--- src/rtl/pcig_pkg.sv ---
// package for the pooled convolution index generator
// field widths, configuration register codes, clamp helpers; no dependencies
package pcig_pkg;

  localparam int unsigned IN_COORD_W  = 12;
  localparam int unsigned OUT_COORD_W = 10;
  localparam int unsigned GROUP_W     = 10;

  localparam int unsigned CFG_IDX_W  = 8;
  localparam int unsigned CFG_DATA_W = 11;

  localparam int unsigned POOL_RAW_W = 3;
  localparam int unsigned DIM_RAW_W  = 11;

  // sized for the largest pool and output dimension parameters
  localparam int unsigned POOL_W  = 4;
  localparam int unsigned DIM_W   = 13;
  localparam int unsigned GCFG_W  = 11;

  localparam int unsigned GROUP_LIMIT = 1024;

  localparam logic [POOL_RAW_W-1:0] POOL_RESET  = 3'd2;
  localparam logic [DIM_RAW_W-1:0]  DIM_RESET   = 11'd1024;
  localparam logic [DIM_RAW_W-1:0]  GROUP_RESET = 11'd1;

  typedef enum logic [CFG_IDX_W-1:0] {
    REG_POOL_SIZE   = 8'd0,
    REG_OUT_WIDTH   = 8'd1,
    REG_OUT_HEIGHT  = 8'd2,
    REG_CHAN_GROUPS = 8'd3
  } cfg_reg_e;

  typedef struct packed {
    logic [POOL_W-1:0] pool;
    logic [DIM_W-1:0]  width;
    logic [DIM_W-1:0]  height;
    logic [GCFG_W-1:0] groups;
  } pcig_cfg_t;

  typedef struct packed {
    logic [IN_COORD_W-1:0]  in_row;
    logic [IN_COORD_W-1:0]  in_col;
    logic [GROUP_W-1:0]     chan_group;
    logic [OUT_COORD_W-1:0] out_row;
    logic [OUT_COORD_W-1:0] out_col;
    logic                   reset_max;
    logic                   store_output;
  } pcig_idx_t;

  function automatic logic [POOL_W-1:0] clamp_pool(input logic [POOL_RAW_W-1:0] raw,
                                                   input logic [POOL_W-1:0] lim);
    logic [POOL_W-1:0] v;
    v = POOL_W'(raw);
    if (v == '0) begin
      return POOL_W'(1);
    end
    return (v > lim) ? lim : v;
  endfunction

  function automatic logic [DIM_W-1:0] clamp_dim(input logic [DIM_RAW_W-1:0] raw,
                                                 input logic [DIM_W-1:0] lim);
    logic [DIM_W-1:0] v;
    v = DIM_W'(raw);
    if (v == '0) begin
      return DIM_W'(1);
    end
    return (v > lim) ? lim : v;
  endfunction

endpackage

--- src/rtl/pcig_if.sv ---
// channel interfaces: configuration write, request beat, index set beat
// depends on pcig_pkg
interface pcig_cfg_if
  import pcig_pkg::*;
();
  logic                  valid;
  logic                  ready;
  logic [CFG_IDX_W-1:0]  index;
  logic [CFG_DATA_W-1:0] data;

  modport source (output valid, index, data, input ready);
  modport sink   (input valid, index, data, output ready);
endinterface

interface pcig_req_if;
  logic valid;
  logic ready;
  logic request;

  modport source (output valid, request, input ready);
  modport sink   (input valid, request, output ready);
endinterface

interface pcig_idx_if
  import pcig_pkg::*;
();
  logic                   valid;
  logic                   ready;
  logic [IN_COORD_W-1:0]  in_row;
  logic [IN_COORD_W-1:0]  in_col;
  logic [GROUP_W-1:0]     chan_group;
  logic [OUT_COORD_W-1:0] out_row;
  logic [OUT_COORD_W-1:0] out_col;
  logic                   reset_max;
  logic                   store_output;

  modport source (output valid, in_row, in_col, chan_group, out_row, out_col,
                  reset_max, store_output, input ready);
  modport sink   (input valid, in_row, in_col, chan_group, out_row, out_col,
                  reset_max, store_output, output ready);
endinterface

--- src/rtl/pcig_cfg.sv ---
// configuration registers, clamped to their legal ranges on write
// depends on pcig_pkg and pcig_cfg_if
module pcig_cfg
  import pcig_pkg::*;
#(
  parameter int unsigned MAX_OUT_DIM = 1024,
  parameter int unsigned MAX_POOL    = 4
) (
  input  logic              clk_i,
  input  logic              rst_ni,
  pcig_cfg_if.sink          cfg_i,
  output pcig_cfg_t         cfg_o
);

  localparam logic [POOL_W-1:0] PoolLim  = POOL_W'(MAX_POOL);
  localparam logic [DIM_W-1:0]  DimLim   = DIM_W'(MAX_OUT_DIM);
  localparam logic [DIM_W-1:0]  GroupLim = DIM_W'(GROUP_LIMIT);

  pcig_cfg_t cfg_q;

  assign cfg_i.ready = 1'b1;
  assign cfg_o       = cfg_q;

  always_ff @(posedge clk_i or negedge rst_ni) begin
    if (!rst_ni) begin
      cfg_q.pool   <= clamp_pool(POOL_RESET, PoolLim);
      cfg_q.width  <= clamp_dim(DIM_RESET, DimLim);
      cfg_q.height <= clamp_dim(DIM_RESET, DimLim);
      cfg_q.groups <= GCFG_W'(clamp_dim(GROUP_RESET, GroupLim));
    end else if (cfg_i.valid && cfg_i.ready) begin
      case (cfg_i.index)
        REG_POOL_SIZE:   cfg_q.pool   <= clamp_pool(cfg_i.data[POOL_RAW_W-1:0], PoolLim);
        REG_OUT_WIDTH:   cfg_q.width  <= clamp_dim(cfg_i.data[DIM_RAW_W-1:0], DimLim);
        REG_OUT_HEIGHT:  cfg_q.height <= clamp_dim(cfg_i.data[DIM_RAW_W-1:0], DimLim);
        REG_CHAN_GROUPS: cfg_q.groups <= GCFG_W'(clamp_dim(cfg_i.data[DIM_RAW_W-1:0],
                                                           GroupLim));
        default: ;
      endcase
    end
  end

endmodule

--- src/rtl/pcig_seq.sv ---
// nested window, group and output position counters with index set decode
// depends on pcig_pkg
module pcig_seq
  import pcig_pkg::*;
#(
  parameter int unsigned MAX_OUT_DIM = 1024,
  parameter int unsigned MAX_POOL    = 4
) (
  input  logic      clk_i,
  input  logic      rst_ni,
  input  pcig_cfg_t cfg_i,
  input  logic      advance_i,
  output pcig_idx_t idx_o
);

  localparam int unsigned WIN_W = (MAX_POOL > 1) ? $clog2(MAX_POOL) : 1;
  localparam int unsigned CNT_W = $clog2(MAX_OUT_DIM);

  logic [WIN_W-1:0]      win_row_q, win_row_d, win_col_q, win_col_d;
  logic [GROUP_W-1:0]    grp_q, grp_d;
  logic [CNT_W-1:0]      orow_q, orow_d, ocol_q, ocol_d;
  logic [IN_COORD_W-1:0] row_base_q, row_base_d, col_base_q, col_base_d;

  logic [POOL_W:0]       col_inc, row_inc;
  logic [GROUP_W:0]      grp_inc;
  logic [DIM_W-1:0]      ocol_inc, orow_inc;
  logic [POOL_W-1:0]     pool_last;

  assign pool_last = cfg_i.pool - POOL_W'(1);

  always_comb begin
    idx_o.in_row       = row_base_q + IN_COORD_W'(win_row_q);
    idx_o.in_col       = col_base_q + IN_COORD_W'(win_col_q);
    idx_o.chan_group   = grp_q;
    idx_o.out_row      = OUT_COORD_W'(orow_q);
    idx_o.out_col      = OUT_COORD_W'(ocol_q);
    idx_o.reset_max    = (win_row_q == '0) && (win_col_q == '0);
    idx_o.store_output = (POOL_W'(win_row_q) == pool_last) &&
                         (POOL_W'(win_col_q) == pool_last);
  end

  always_comb begin
    col_inc  = (POOL_W + 1)'(win_col_q) + (POOL_W + 1)'(1);
    row_inc  = (POOL_W + 1)'(win_row_q) + (POOL_W + 1)'(1);
    grp_inc  = (GROUP_W + 1)'(grp_q) + (GROUP_W + 1)'(1);
    ocol_inc = DIM_W'(ocol_q) + DIM_W'(1);
    orow_inc = DIM_W'(orow_q) + DIM_W'(1);

    win_row_d  = win_row_q;
    win_col_d  = win_col_q;
    grp_d      = grp_q;
    orow_d     = orow_q;
    ocol_d     = ocol_q;
    row_base_d = row_base_q;
    col_base_d = col_base_q;

    if (advance_i) begin
      win_col_d = WIN_W'(col_inc);
      if (col_inc >= (POOL_W + 1)'(cfg_i.pool)) begin
        win_col_d = '0;
        win_row_d = WIN_W'(row_inc);
        if (row_inc >= (POOL_W + 1)'(cfg_i.pool)) begin
          win_row_d = '0;
          grp_d     = GROUP_W'(grp_inc);
          if (grp_inc >= (GROUP_W + 1)'(cfg_i.groups)) begin
            grp_d      = '0;
            col_base_d = col_base_q + IN_COORD_W'(cfg_i.pool);
            ocol_d     = CNT_W'(ocol_inc);
            if (ocol_inc >= cfg_i.width) begin
              ocol_d     = '0;
              col_base_d = '0;
              row_base_d = row_base_q + IN_COORD_W'(cfg_i.pool);
              orow_d     = CNT_W'(orow_inc);
              if (orow_inc >= cfg_i.height) begin
                orow_d     = '0;
                row_base_d = '0;
              end
            end
          end
        end
      end
    end
  end

  always_ff @(posedge clk_i or negedge rst_ni) begin
    if (!rst_ni) begin
      win_row_q  <= '0;
      win_col_q  <= '0;
      grp_q      <= '0;
      orow_q     <= '0;
      ocol_q     <= '0;
      row_base_q <= '0;
      col_base_q <= '0;
    end else begin
      win_row_q  <= win_row_d;
      win_col_q  <= win_col_d;
      grp_q      <= grp_d;
      orow_q     <= orow_d;
      ocol_q     <= ocol_d;
      row_base_q <= row_base_d;
      col_base_q <= col_base_d;
    end
  end

`ifndef SYNTH
  a_last_wraps_window: assert property (@(posedge clk_i) disable iff (!rst_ni)
    advance_i && idx_o.store_output |=> (win_row_q == '0) && (win_col_q == '0))
    else $error("window offsets did not wrap after last position");

  a_both_flags_unit_pool: assert property (@(posedge clk_i) disable iff (!rst_ni)
    idx_o.reset_max && idx_o.store_output |-> cfg_i.pool == POOL_W'(1))
    else $error("first and last window position coincide with pool above one");
`endif

endmodule

--- src/rtl/pooled_conv_index_generator.sv ---
// pooled convolution index generator, top level
// depends on pcig_pkg, pcig_if, pcig_cfg and pcig_seq
//
// Usage:
//   cfg_i  write channel; index selects pool_size (0), out_width (1),
//          out_height (2) or chan_groups (3); other indexes are ignored.
//          Always ready. Write it after reset and before the first request.
//   req_i  request beats; a beat with request high yields one index set,
//          a beat with request low is taken and dropped.
//   idx_o  index set beats in pooling-window order, with reset_max at the
//          first window position and store_output at the last one.
// An index set is registered, valid in the cycle after its request beat.
// Throughput: one index set per cycle while idx_o accepts them, bounded
//   by the single counter update path from position to output registers.
// Reset: all counters clear to zero, registers take their defaults and
//   the output register empties.
// Stall: while the output register holds a beat that idx_o does not take,
//   req_i.ready is low; it rises in the cycle the beat is taken.
module pooled_conv_index_generator
  import pcig_pkg::*;
#(
  parameter int unsigned MAX_OUT_DIM = 1024,
  parameter int unsigned MAX_POOL    = 4
) (
  input  logic         clk_i,
  input  logic         rst_ni,
  pcig_cfg_if.sink     cfg_i,
  pcig_req_if.sink     req_i,
  pcig_idx_if.source   idx_o
);

  pcig_cfg_t cfg;
  pcig_idx_t idx_next;
  pcig_idx_t data_q;
  logic      valid_q, valid_d;
  logic      advance;

  pcig_cfg #(
    .MAX_OUT_DIM (MAX_OUT_DIM),
    .MAX_POOL    (MAX_POOL)
  ) u_cfg (
    .clk_i  (clk_i),
    .rst_ni (rst_ni),
    .cfg_i  (cfg_i),
    .cfg_o  (cfg)
  );

  pcig_seq #(
    .MAX_OUT_DIM (MAX_OUT_DIM),
    .MAX_POOL    (MAX_POOL)
  ) u_seq (
    .clk_i     (clk_i),
    .rst_ni    (rst_ni),
    .cfg_i     (cfg),
    .advance_i (advance),
    .idx_o     (idx_next)
  );

  assign req_i.ready = !valid_q || idx_o.ready;
  assign advance     = req_i.valid && req_i.ready && req_i.request;

  always_comb begin
    valid_d = valid_q;
    if (advance) begin
      valid_d = 1'b1;
    end else if (idx_o.ready) begin
      valid_d = 1'b0;
    end
  end

  always_ff @(posedge clk_i or negedge rst_ni) begin
    if (!rst_ni) begin
      valid_q <= 1'b0;
    end else begin
      valid_q <= valid_d;
    end
  end

  always_ff @(posedge clk_i) begin
    if (advance) begin
      data_q <= idx_next;
    end
  end

  assign idx_o.valid        = valid_q;
  assign idx_o.in_row       = data_q.in_row;
  assign idx_o.in_col       = data_q.in_col;
  assign idx_o.chan_group   = data_q.chan_group;
  assign idx_o.out_row      = data_q.out_row;
  assign idx_o.out_col      = data_q.out_col;
  assign idx_o.reset_max    = data_q.reset_max;
  assign idx_o.store_output = data_q.store_output;

`ifndef SYNTH
  a_request_gives_beat: assert property (@(posedge clk_i) disable iff (!rst_ni)
    advance |=> idx_o.valid)
    else $error("request beat produced no index set");

  a_stall_only_when_full: assert property (@(posedge clk_i) disable iff (!rst_ni)
    !req_i.ready |-> idx_o.valid && !idx_o.ready)
    else $error("request side stalled with output free");
`endif

endmodule

--- src/flat_wrapper.sv ---
// flat-port wrapper written by rule: the top's interface ports become plain ports
module pooled_conv_index_generator_flat import pcig_pkg::*;
#(
  parameter int unsigned MAX_OUT_DIM = 1024,
  parameter int unsigned MAX_POOL    = 4
)
  (clk_i, rst_ni, cfg_i_valid, cfg_i_index, cfg_i_data, cfg_i_ready, req_i_valid, req_i_request, req_i_ready, idx_o_valid, idx_o_in_row, idx_o_in_col, idx_o_chan_group, idx_o_out_row, idx_o_out_col, idx_o_reset_max, idx_o_store_output, idx_o_ready);
  pcig_cfg_if cfg_i_i ();
  pcig_req_if req_i_i ();
  pcig_idx_if idx_o_i ();
  input  logic clk_i;
  input  logic rst_ni;
  input wire logic [$bits(cfg_i_i.valid)-1:0] cfg_i_valid;
  input wire logic [$bits(cfg_i_i.index)-1:0] cfg_i_index;
  input wire logic [$bits(cfg_i_i.data)-1:0] cfg_i_data;
  output wire logic [$bits(cfg_i_i.ready)-1:0] cfg_i_ready;
  input wire logic [$bits(req_i_i.valid)-1:0] req_i_valid;
  input wire logic [$bits(req_i_i.request)-1:0] req_i_request;
  output wire logic [$bits(req_i_i.ready)-1:0] req_i_ready;
  output wire logic [$bits(idx_o_i.valid)-1:0] idx_o_valid;
  output wire logic [$bits(idx_o_i.in_row)-1:0] idx_o_in_row;
  output wire logic [$bits(idx_o_i.in_col)-1:0] idx_o_in_col;
  output wire logic [$bits(idx_o_i.chan_group)-1:0] idx_o_chan_group;
  output wire logic [$bits(idx_o_i.out_row)-1:0] idx_o_out_row;
  output wire logic [$bits(idx_o_i.out_col)-1:0] idx_o_out_col;
  output wire logic [$bits(idx_o_i.reset_max)-1:0] idx_o_reset_max;
  output wire logic [$bits(idx_o_i.store_output)-1:0] idx_o_store_output;
  input wire logic [$bits(idx_o_i.ready)-1:0] idx_o_ready;
  assign cfg_i_i.valid = cfg_i_valid;
  assign cfg_i_i.index = cfg_i_index;
  assign cfg_i_i.data = cfg_i_data;
  assign cfg_i_ready = cfg_i_i.ready;
  assign req_i_i.valid = req_i_valid;
  assign req_i_i.request = req_i_request;
  assign req_i_ready = req_i_i.ready;
  assign idx_o_valid = idx_o_i.valid;
  assign idx_o_in_row = idx_o_i.in_row;
  assign idx_o_in_col = idx_o_i.in_col;
  assign idx_o_chan_group = idx_o_i.chan_group;
  assign idx_o_out_row = idx_o_i.out_row;
  assign idx_o_out_col = idx_o_i.out_col;
  assign idx_o_reset_max = idx_o_i.reset_max;
  assign idx_o_store_output = idx_o_i.store_output;
  assign idx_o_i.ready = idx_o_ready;
  pooled_conv_index_generator #(.MAX_OUT_DIM(MAX_OUT_DIM), .MAX_POOL(MAX_POOL)) u_core (.clk_i(clk_i), .rst_ni(rst_ni), .cfg_i(cfg_i_i), .req_i(req_i_i), .idx_o(idx_o_i));
endmodule
--- config.mk ---
export PLATFORM = sky130hd
export DESIGN_NAME = pooled_conv_index_generator_flat
export DESIGN_NICKNAME = d
export VERILOG_FILES = /design/src/rtl/pcig_pkg.sv /design/src/rtl/pcig_if.sv /design/src/rtl/pcig_cfg.sv /design/src/rtl/pcig_seq.sv /design/src/rtl/pooled_conv_index_generator.sv /design/src/flat_wrapper.sv
export SDC_FILE = /design/constraint.sdc
export NUM_CORES = 1
export LEC_CHECK = 0
export BUFFER_PORTS_ARGS = -buffer_cell sky130_fd_sc_hd__buf_2
export CAP_MARGIN = 10
export CORE_ASPECT_RATIO = 0.5
export CORE_MARGIN = 2
export CORE_UTILIZATION = 60
export CTS_BUF_LIST = sky130_fd_sc_hd__clkbuf_8
export DETAILED_ROUTE_END_ITERATION = 6
export PLACE_DENSITY = 0.87
export SYNTH_ARGS = -nofsm -noshare
export SYNTH_HDL_FRONTEND = slang
export SYNTH_SLANG_ARGS = --single-unit
--- constraint.sdc ---
create_clock -name clk_i -period 4.1 [get_ports clk_i]
set_clock_uncertainty 0.15 [all_clocks]
set_input_delay 0 -clock clk_i [delete_from_list [all_inputs] [get_ports clk_i]]
set_output_delay 0 -clock clk_i [all_outputs]
set_load 0.02 [all_outputs]
==> results of run 1 <==
-- layer usage --
metal | vias to the layer above | global-route usage | share of wire
li1 | 2691 | - | -
met1 | 2907 | 0.3530 | 0.45
met2 | 239 | 0.4177 | 0.47
met3 | 41 | 0.06230 | 0.062
met4 | 0 | 0.09723 | 0.024
met5 | - | 0 | 0
-- timing repair --
item | 4_1_cts | 5_1_grt
setup endpoints to repair | 0 | 20
gates resized for setup | 0 | 2
hold buffers | 19 | 0
endpoints found under the hold margin | 89 | 0
-- report_power, final --
group / switching (W) / internal [W] / total (W) / leakage (nW)
logic: 0.000334 / 0.000199 / 0.000533 / 2.38
registers: 0.0000566 / 0.00163 / 0.00169 / 1.85
clock network: 0.000578 / 0.000718 / 0.00130 / 0.228
total: 0.000969 / 0.00255 / 0.00352 / 4.46
-- registers in the layout (all words and copies together), names as in the netlist, 12 cells and up --
register	cells
u_core.u_seq.row_base_q	12
u_core.idx_o.in_col	12
u_core.u_seq.col_base_q	12
u_core.u_cfg.cfg_o	36
u_core.idx_o.in_row	12
-- synth_stat cells (4+ instances only) --
| master | n |
|---|---|
| dfrtp_1 | 91 |
| ha_1 | 57 |
| edfxtp_1 | 56 |
| inv_1 | 48 |
| nand2_1 | 45 |
| nor2_1 | 44 |
| a22o_1 | 34 |
| mux2_4 | 30 |
| nand3_1 | 25 |
| xnor2_1 | 25 |
| and3_1 | 23 |
| nor2b_1 | 23 |
| o21ai_0 | 22 |
| xor2_1 | 21 |
| a21oi_1 | 18 |
| a221o_1 | 13 |
| nor3_1 | 12 |
| clkbuf_1 | 10 |
| a21o_1 | 8 |
| nand4_1 | 7 |
| o21ai_1 | 6 |
| buf_2 | 5 |
| buf_6 | 5 |
| dfstp_2 | 4 |
| fa_1 | 4 |
| mux2_2 | 4 |
| nand2b_1 | 4 |
-- placed cells by master, fill, tap and decap left out, types with 6 or more instances in the layout --
| cell type | instances |
|---|---|
| o21ai_1 | 6 |
| nor2b_1 | 23 |
| a22o_1 | 34 |
| ha_1 | 57 |
| nand2_1 | 44 |
| and3_1 | 23 |
| edfxtp_1 | 56 |
| a221o_1 | 13 |
| nor2_1 | 44 |
| dlygate4sd3_1 | 19 |
| buf_2 | 81 |
| dfrtp_1 | 91 |
| a21o_1 | 8 |
| xnor2_1 | 25 |
| a21oi_1 | 18 |
| mux2_4 | 30 |
| clkbuf_8 | 17 |
| nand4_1 | 7 |
| o21ai_0 | 22 |
| nand3_1 | 25 |
| xor2_1 | 21 |
| nor3_1 | 12 |
| inv_1 | 49 |
-- final cells by class --
class,instances,area [µm²],area share
clock buffers,17,234.0,0.02532
clock inverters,15,210.2,0.02275
inverters,48,180.2,0.01950
multi-input cells,473,3706,0.4011
flip-flops and latches,151,4064,0.4398
well taps,170,212.7,0.02302
repair buffers,105,633.1,0.06852
-- worst reg2reg max path: cells and delay by family (launching register included) --
| kind | cells | cell delay, ns |
|---|---|---|
| adders and majority gates | 2 | 0.60 |
| DFF | 1 | 0.49 |
| AOI/OAI and AO/OA | 3 | 0.82 |
| xor gates and xnor gates | 1 | 0.27 |
| and+or+nand+nor | 6 | 1.40 |
-- path summary, 6_finish.rpt --
| check | startpoint | to | cells past startpoint |
|---|---|---|---|
| worst max-delay path | u_core.u_seq.ocol_q[0] | u_core.u_seq.row_base_q[10] | 12 |
| worst min-delay path | cfg_i_data[9] | u_core.u_cfg.cfg_o[20] | 3 |
| worst max register to register | u_core.u_seq.ocol_q[0] | u_core.u_seq.row_base_q[10] | 12 |
| worst min register to register | u_core.u_cfg.cfg_o[9] | u_core.u_cfg.cfg_o[9] | 1 |
| max in group asynchronous | rst_ni | u_core.u_cfg.cfg_o[38] | 3 |
| min in group asynchronous | rst_ni | u_core.u_seq.ocol_q[7] | 2 |
-- stage by stage --
| stage | hold WS [ns] | setup slack [ns] | std cells | util |
|---|---|---|---|---|
| finish | 0.01523 | 0.2765 | 979 | 0.7173 |
| global route | 0.007643 | 0.1292 | 979 | 0.7173 |
| CTS | 0.002447 | 0.2213 | 979 | 0.7168 |
| detailed placement | 0.01497 | 0.3205 | 928 | 0.6675 |
| global placement | 0.01205 | 0.4685 | 928 | 0.6675 |
| floorplan | -0.4456 | 0.9414 | 693 | - |
-- cells by family (layout without fill, tap and decap cells) --
kind of cell | count (synthesis) | in the layout
AO/OA/AOI/OAI | 118 | 118
XOR/XNOR | 46 | 46
adder cells (fa/ha/maj) | 61 | 61
buffers and inverters | 69 | 185
flip-flops | 151 | 151
multiplexers | 35 | 35
other | 1 | 1
AND/OR/NAND/NOR | 212 | 212
==> flow_metrics.tcl, run 1 <==
set metrics [dict create \
    synthCells 693 \
    cp_slowest_cell "dfrtp_1" \
    netlist_area_um2 8069 \
    drt_first_pass_iters 5 \
    grt_usage 0.2611 \
    hp-class "primary input to flop" \
    drive_above_1_share 0.2126 \
    yosys.area.top_type "dfrtp_1" \
    core_um2 12880 \
    cts_tree "yes" \
    power_density_nw_per_um2 380.9 \
    drt-initial-drc-count 529 \
    tightest_slew_ns 0.8958 \
    via_per_inst 6.004 \
    synthMuxAreaShare 0.06280 \
    p_leak_nw 4.457 \
    clock-sinks 151 \
    maxCapViolCount 0 \
    path_cells "ha_1, and3_1, and3_1, and3_1, xor2_1, ha_1, nand2_1, a21oi_1, o21ai_1, nand2_2, and3_4, a221o_1" \
    wl_per_cell_um 18.38 \
    synth_xor_xnor_area_share 0.04993 \
    rows 29 \
    grt_pass1_wl_um 29080 \
    initial_core_util 0.6264 \
    place_area_um2 8598 \
    path_delay_family "simple AND/OR/NAND/NOR gates" \
    nets 882 \
    finalPower_w 0.003520 \
    synth_ff_type "dfrtp_1" \
    n_fill_cell 811 \
    setup-tns-final_ns 0 \
    critPathKind "flop to flop" \
    path_clk_slew_ns 0.09 \
    fp.dieH_um 86 \
    dp_hpwl_um 11940 \
    io_pins 84 \
    finalSetupViolCount 0 \
    grt_max_degree 69 \
    synthAdderAreaFrac 0.09831 \
    drc 0 \
    n_antenna_cell 0 \
    syn_to_final_growth_pct 14.51 \
    max_stage_delay_ns 0.49 \
    ys_types 60 \
    period_needed_ns 3.824 \
    async_reset_ff_frac 0.6291 \
    final_hold_viol_count 0 \
    ctsLongestPathBuffers 2 \
    ys_seq_area_frac 0.5036 \
    gp_congestion 0.8663 \
    peakVddDrop_uv 203.1 \
    synth-seq-cells 151 \
    arrival_ns 4.02 \
    final_cell_area_um2 9240 \
    dieArea_um2 14450 \
    die_x_um 168 \
    postCtsSetupBuffers 0 \
    ant_nets 0 \
    antenna_found_initial 0 \
    crit_fanout 22 \
    cts_root_buffer "clkbuf_8" \
    vias 5878 \
    cp-start-kind "flop" \
    cts_inserted_buffers 17 \
    clk_latency_ns 0.45 \
    max_freq_mhz 261.5 \
    totalWireLength_um 18000 \
    synth_compound_area_frac 0.1092 \
    reg2reg_setup_slack_ns 0.28 \
    synth-edff-count 56 \
    htreeDepth 4 \
    yosys.area_share.simple 0.1377 \
    grt_pass1_vias 5824 \
    status "complete, no violations" \
    cp-end-kind "flop" \
    io_buffer_count 82 \
    slew_violations 0 \
    cp.required_ns 4.30 \
    crit_buf_inv 0 \
    rsz0062_at_grt "false" \
    period_share 0.9326 \
    maxSlewHeadroom 0.4028 \
    syn_area_per_cell_um2 11.64 \
    synth_top_family_by_area "simple AND/OR/NAND/NOR gates" \
    yosysWarnings 0 \
    synth_fp_nets 779 \
    synth_area_leaders "dfrtp_1 28%, edfxtp_1 21%, ha_1 8.8%" \
    crit_top_cell "and3_1" \
    grt.overflow.total 0 \
    netlist.area_leader.share 0.2822 \
]
Note: power is estimated with default switching activity, not from simulation.
==> run 2, diff against run 1 <==
- SETUP_SLACK_MARGIN: not set -> 0.3
==> run 2 against run 1 <==
Net effect: first-iteration DRC count up 5.9%; core utilization up 0.068 points; register-to-register slack better by 0.20 ns; maximum frequency up 5.4%; highest routed layer unchanged.
==> flow_metrics.tcl, run 2 (synthesis results as in run 1) <==
set metrics [dict create \
    status "complete, no violations" \
    io_pins 84 \
    cts_tree "yes" \
    cts_root_buffer "clkbuf_8" \
    path_clk_slew_ns 0.08 \
    cp_slowest_cell "dfrtp_1" \
    rsz0062_at_grt "false" \
    reg2reg_setup_slack_ns 0.47 \
    drc 0 \
    min_to "u_core.u_cfg.cfg_o[18]" \
    slew_violations 0 \
    hp-start "cfg_i_data[7]" \
    reg2regPathDepth 12 \
    max_stage_delay_ns 0.47 \
    cp-end-kind "flop" \
    rows 29 \
    holdPathStages 3 \
    grt.overflow.total 0 \
    ant_nets 0 \
    drt-initial-drc-count 560 \
    fp.dieH_um 86 \
    maxSlewHeadroom 0.4085 \
    grt_pass1_vias 5821 \
    syn_to_final_growth_pct 14.62 \
    largest_reg_flops 36 \
    drt_first_pass_iters 5 \
    vias 5854 \
    period_needed_ns 3.626 \
    ctsLongestPathBuffers 2 \
    grt_usage 0.2631 \
    setup-tns-final_ns 0 \
    period_share 0.8844 \
    io_buffer_count 82 \
    cp-start-kind "flop" \
    n_antenna_cell 0 \
    max_freq_mhz 275.8 \
    dp_hpwl_um 11940 \
    grt_max_degree 69 \
    gp_congestion 0.8663 \
    reg2reg_to "u_core.u_seq.row_base_q[6]" \
    core_um2 12880 \
    cp.required_ns 4.28 \
    layout.cells.non_filler 979 \
    power_density_nw_per_um2 380.6 \
    hp-class "primary input to flop" \
    htreeDepth 4 \
    drive_above_1_share 0.2138 \
    peakVddDrop_uv 226.2 \
    crit_fanout 22 \
    maxCapViolCount 0 \
    nets 882 \
    die_x_um 168 \
    grt_pass1_wl_um 29380 \
    via_per_inst 5.980 \
    arrival_ns 3.81 \
    wl_per_cell_um 18.43 \
    final_common_cell "dfrtp_1" \
    r2r_start "u_core.u_seq.ocol_q[0]" \
    finalSetupViolCount 0 \
    final_hold_viol_count 0 \
    path_cells "ha_1, and3_1, and3_1, and3_1, xor2_1, ha_1, nand2_1, nor4_1, a21oi_2, nand2_4, nand2_4, a221o_1" \
    cts_inserted_buffers 17 \
    totalWireLength_um 18050 \
    dieArea_um2 14450 \
    critPathKind "flop to flop" \
    clk_latency_ns 0.45 \
    dp.cells 928 \
    final_cell_mix "91 x dfrtp_1, 81 x buf_2, 57 x ha_1" \
    antenna_found_initial 0 \
    postCtsSetupBuffers 0 \
    initial_core_util 0.6264 \
    tightest_slew_ns 0.8872 \
    crit_top_cell "and3_1" \
    clock-sinks 151 \
    p_leak_nw 4.459 \
]
-- run 2: area by class of cell --
class / instances / area, µm²
Sequential cell: 151 / 4064
Timing Repair Buffer: 105 / 633.1
Fill cell: 810 / 3632
Clock inverter: 15 / 210.2
Clock buffer: 17 / 234.0
Tap cell: 170 / 212.7
Multi-Input combinational cell: 473 / 3715
Inverter: 48 / 180.2
-- run 2: routing by layer --
layer  share of wire  vias up  global-route usage
met4           0.019        0             0.08775
met1            0.44     2882              0.3545
met3           0.072       32             0.06830
met5               0        -                   0
li1                -     2695                   -
met2            0.47      245              0.4226
-- run 2: worst max path at each step --
stage                                      start                           to  slack (ns)  depth (start not counted)
after floorplan            u_core.u_seq.grp_q[0]   u_core.u_seq.row_base_q[7]        0.94                         15
after CTS                 u_core.u_seq.ocol_q[0]  u_core.u_seq.row_base_q[10]        0.30                         12
after global placement    u_core.u_seq.ocol_q[0]   u_core.u_seq.row_base_q[9]        0.47                         12
final                     u_core.u_seq.ocol_q[0]   u_core.u_seq.row_base_q[6]        0.47                         12
after global routing      u_core.u_seq.ocol_q[0]   u_core.u_seq.row_base_q[8]        0.32                         12
after detailed placement  u_core.u_seq.ocol_q[0]       u_core.u_seq.orow_q[7]        0.32                         12
-- run 2: worst max-delay path: cells and delay by family (launching register included) --
kind	cells	cell delay [ns]
AND/OR/NAND/NOR	7	1.50
adder cells (fa/ha/maj)	2	0.62
AO/OA/AOI/OAI	2	0.59
flip-flops	1	0.47
XOR/XNOR	1	0.17
-- run 2: power by group --
part	switching (W)	internal, W
clock	0.000576	0.000718
combinational	0.000335	0.000200
sequential	0.0000571	0.00163
total	0.000968	0.00255
-- run 2: metrics by stage --
| stage | total power, W | setup WS (ns) | hold slack (ns) | util | area [µm²] |
|---|---|---|---|---|---|
| detailed placement | 0.002224 | 0.3205 | 0.01497 | 0.6675 | 8598 |
| finish | 0.003521 | 0.4739 | 0.01444 | 0.7180 | 9249 |
| global route | 0.003666 | 0.3153 | 0.01071 | 0.7180 | 9249 |
| floorplan | 0.002058 | 0.9414 | -0.4456 | - | 8069 |
| global placement | 0.002190 | 0.4685 | 0.01205 | 0.6675 | 8598 |
| CTS | 0.003511 | 0.3017 | 0.002447 | 0.7171 | 9238 |
-- run 2: timing repair --
| item | in CTS | in global routing |
|---|---|---|
| endpoints found under the hold margin | 89 | 0 |
| endpoints found under the setup margin | 14 | 43 |
| hold buffers | 19 | 0 |
| gates resized for setup | 1 | 3 |
| pin swaps | 0 | 0 |
